## src/hdl/gtq_pkg.sv

```systemverilog
`default_nettype none
package gtq_pkg;
  localparam int unsigned TeamW = 8;
  localparam int unsigned ElemW = 12;
  localparam int unsigned SlotW = 10;
  localparam int unsigned Teams = 2 ** TeamW;
  localparam int unsigned Elements = 2 ** ElemW;
  localparam int unsigned Capacity = 2 ** SlotW;

  typedef enum logic [1:0] {
    REQ_ASSIGN  = 2'd0,
    REQ_ENQUEUE = 2'd1,
    REQ_DEQUEUE = 2'd2,
    REQ_CLEAR   = 2'd3
  } req_e;

  typedef enum logic [1:0] {
    ST_OK     = 2'd0,
    ST_EMPTY  = 2'd1,
    ST_FULL   = 2'd2,
    ST_NOTEAM = 2'd3
  } status_e;

  typedef struct packed {
    req_e              req;
    logic [ElemW-1:0]  elem;
    logic [TeamW-1:0]  team;
  } cmd_t;

  typedef struct packed {
    status_e           status;
    logic [ElemW-1:0]  elem;
    logic              valid;
  } res_t;

  typedef enum logic [3:0] {
    B_CLR,
    B_IDLE,
    B_ASG_RD,
    B_ASG_WR,
    B_ENQ_RD,
    B_ENQ_RD2,
    B_ENQ_WR,
    B_DEQ_RD,
    B_DEQ_RD2,
    B_DEQ_RD3,
    B_DEQ_WR,
    B_OUT
  } back_e;
endpackage
`default_nettype wire

```

## src/hdl/gtq_front.sv

```systemverilog
`default_nettype none
module gtq_front (
  input  wire               clk_i,
  input  wire               rst_ni,
  input  wire               in_valid_i,
  output logic              in_stall_o,
  input  wire gtq_pkg::cmd_t in_cmd_i,
  output logic              q_valid_o,
  input  wire               q_pop_i,
  output gtq_pkg::cmd_t     q_cmd_o
);
  import gtq_pkg::*;

  cmd_t       buf_q [2];
  logic       wr_q, wr_d, rd_q, rd_d;
  logic [1:0] cnt_q, cnt_d;
  logic       push;

  assign in_stall_o = (cnt_q == 2'd2);
  assign push       = in_valid_i && !in_stall_o;
  assign q_valid_o  = (cnt_q != 2'd0);
  assign q_cmd_o    = buf_q[rd_q];

  always_comb begin
    wr_d  = push ? !wr_q : wr_q;
    rd_d  = q_pop_i ? !rd_q : rd_q;
    cnt_d = cnt_q + {1'b0, push} - {1'b0, q_pop_i};
  end

  always_ff @(posedge clk_i or negedge rst_ni) begin
    if (!rst_ni) begin
      wr_q  <= 1'b0;
      rd_q  <= 1'b0;
      cnt_q <= 2'd0;
    end else begin
      wr_q  <= wr_d;
      rd_q  <= rd_d;
      cnt_q <= cnt_d;
    end
  end

  always_ff @(posedge clk_i) begin
    if (push) buf_q[wr_q] <= in_cmd_i;
  end
endmodule
`default_nettype wire

```

## config.mk

```make
export PLATFORM = sky130hd
export DESIGN_NAME = gtq_front
export DESIGN_NICKNAME = d
export VERILOG_FILES = /design/src/hdl/gtq_pkg.sv /design/src/hdl/gtq_front.sv
export SDC_FILE = /design/constraint.sdc
export NUM_CORES = 1
export LEC_CHECK = 0
export BUFFER_PORTS_ARGS = -buffer_cell sky130_fd_sc_hd__buf_2
export CAP_MARGIN = 20
export CORE_AREA = 2 2 64 66
export DETAILED_ROUTE_END_ITERATION = 10
export DIE_AREA = 0 0 66 68
export PLACE_DENSITY = 0.69
export SYNTH_ARGS = -nofsm -noshare
export SYNTH_HDL_FRONTEND = slang
export SYNTH_SLANG_ARGS = --single-unit
```

## constraint.sdc

```tcl
create_clock -name clk_i -period 2.8 [get_ports clk_i]
set_input_delay 0.14 -clock clk_i [delete_from_list [all_inputs] [get_ports clk_i]]
set_output_delay 0.14 -clock clk_i [all_outputs]
set_load 0.05 [all_outputs]
```

==> results.toml <==
[outcome]
status = "complete, no violations"

[timing]
min_period_ns = 1.649
rsz0062_at_grt = "no"
fin_skew_ns = 0.005831
finalCritPeriodShare_pct = 58.88
tns_ns = 0
max-slew-margin-rel_pct = 78.97
timing.fmax_ghz = 0.6066
drv_slew = 0
setup_viol = 0
worst_pin_slew_ns = 0.3154
hold_viol = 0

[power_and_ir_drop]
cellPowerDensity_nw_per_um2 = 1214
ir_worst_vdd_mv = 0.6352
power.leakage_nw = 0.8624

[routing]
first_pass_iters = 4
via_per_inst = 4.742
ant_nets = 0
drtIter0Drc = 31
num_vias = 920
wl_per_cell_um = 14.03
wirelength_um = 2721
drc = 0

[grt]
groute.layer.met1.usage_pct = 14.00
antenna_found_initial = 0
grt_usage_pct = 12.85
grt_pass1_vias = 887
grt_pass1_wl_um = 4050
top_usage_layer = "met2"
use_met3_pct = 7.072
grt_max_degree = 24
grt_use_met2_pct = 21.34
grt_overflow = 0

[final_layout]
n_fill_cell = 319
ff_latch_area_um2 = 1421
diodes = 0
final_area_um2 = 2213
areaGrowthSynthToFinish_pct = 23.97
final_nets = 171
multiInputGateArea_um2 = 336.6
drive_gt1_share_pct = 57.64

[floorplan]
dieArea_um2 = 4488
die_y_um = 68
die_w_um = 66
ioPinCount = 50
start_util_pct = 46.30
rows = 23
coreArea_um2 = 3856

[clock_tree]
clk_pin_slew_ns = 0.08
cts_made_buffers = 5
post_cts_resized = 0
htreeDepth = 2
clk_latency_ns = 0.29
root_buffer = "clkbuf_8"
cts_sinks = 48
cts_setup_buffers = 0
tritoncts = "done"
clock_tree.buffer_depth = 2

[yosys]
ys_seq_elements = 48
synth_top_area_cell = "edfxtp_1"
async_flop_share_pct = 8.333
syn-num-nets = 113
ys_seq_area_share_pct = 79.61
synth-edff-count = 44
synth.avg_cell_area_um2 = 21.01
yosysTopAreaCellShare_pct = 74.00
synthTopCellsByArea = "edfxtp_1 74%, mux2_2 14%, dfrtp_1 5.6%"
ys_warn_count = 0
synthCells = 85
mappedNetlistArea_um2 = 1785
synth-main-ff-cell = "edfxtp_1"
synth.top_cells.by_count = "44 x edfxtp_1, 22 x mux2_2, 4 x dfrtp_1"
synth.distinct_cells = 13
yosysMostFrequentCell = "edfxtp_1"

[setup_path]
startpoint_type = "flop"
worst-setup-path-type = "reg2out"
worstReg2RegStart = "cnt_q[1]$_DFF_PN0_"
endpoint_kind = "primary output"
startpoint = "rd_q$_DFFE_PN0P_"
cp.required_ns = 2.66
critPathMaxFanout = 23
arrival_ns = 1.51

[place]
place_congestion = 0.6259
place_area_um2 = 2096
dp_hpwl_um = 1827
io_buffers = 49

[run]
drv_cap = 0

[worst_hold_path]
hp-class = "in2reg"
min_from = "in_cmd_i[14]"
## cell usage in the layout (no fill, tap or decap)
| master | Yosys | layout |
|---|---|---|
| xor2_1 | 1 | 1 |
| ha_1 | 2 | 2 |
| nand2b_1 | 1 | 1 |
| mux2_2 | 22 | 22 |
| buf_4 | 0 | 3 |
| xnor2_1 | 3 | 3 |
| edfxtp_1 | 44 | 44 |
| bufinv_16 | 0 | 1 |
| nor2_2 | 0 | 1 |
| nand2_1 | 1 | 1 |
| dfrtp_1 | 4 | 4 |
| clkbuf_1 | 0 | 1 |
| clkinv_2 | 0 | 1 |
| buf_2 | 0 | 49 |
| inv_1 | 2 | 2 |
| clkbuf_8 | 0 | 5 |
| or2_2 | 1 | 1 |
| and3_1 | 1 | 1 |
| dlygate4sd3_1 | 0 | 1 |
## metal layers
| metal | wire [µm] | vias up |
|---|---|---|
| li1 | - | 439 |
| met3 | 249 | 2 |
| met2 | 1336 | 40 |
| met4 | 14 | 0 |
| met5 | 0 | - |
| met1 | 1120 | 439 |
## layout make-up
cell class / instances / share of cell area (%)
Sequential cell: 48 / 64.22
Multi-Input combinational cell: 33 / 15.21
Timing Repair Buffer: 53 / 12.55
Clock buffer: 6 / 3.279
Tap cell: 50 / 2.826
Clock inverter: 2 / 1.583
Inverter: 2 / 0.3392
## sequential cells by signal (all words and copies together), names as in the netlist
name	flops
buf_q	44
cnt_q	2
rd_q	1
wr_q	1
## where the power goes
part / total [mW] / internal, mW / switching (mW)
Sequential: 1.03 / 0.984 / 0.0464
Combinational: 1.19 / 0.337 / 0.848
Clock: 0.471 / 0.265 / 0.206
## critical path: stages (launching register included)
cell	delay, ns
dfrtp_1	0.32
buf_4	0.30
mux2_2	0.38
buf_2	0.21
## logic make-up (layout without fill, tap and decap cells)
logic type | after synthesis | after routing | synth area share, %
DFF | 48 | 48 | 79.61
and+or+nand+nor | 5 | 5 | 1.472
buffers and inverters | 4 | 63 | 1.682
xor gates and xnor gates | 4 | 4 | 1.963
muxes | 22 | 22 | 13.88
adders and majority gates | 2 | 2 | 1.401
## path summary, 6_finish.rpt
path / end / slack (ns) / cells after the start
max: q_cmd_o[19] / 1.15 / 3
min: buf_q[1][14]$_DFFE_PP_ / 0.04 / 1
max reg2reg: cnt_q[1]$_DFF_PN0_ / 1.23 / 7
min reg2reg: wr_q$_DFFE_PN0P_ / 0.53 / 1
max in group asynchronous: rd_q$_DFFE_PN0P_ / 2.50 / 2
min in group asynchronous: wr_q$_DFFE_PN0P_ / 0.18 / 2
## repair_timing
item	CTS	global route
endpoints found under the hold margin	4	0
hold buffers	1	0
setup endpoints to repair	0	0
## metrics by stage
stage                     power [mW]  hold WS (ns)  cells  util (%)  worst slack [ns]
final                          2.688       0.03501    194     57.40             1.151
after global routing           2.821      0.004658    194     57.40             1.061
after CTS                      2.725       0.02315    194     57.40             1.123
after detailed placement       2.248      -0.04853    185     54.35             1.238
after global placement         2.222      -0.05024    185     54.35             1.346
after floorplan                2.005       -0.1556     85         -            0.8692
Power figures use the tool's default switching activity.
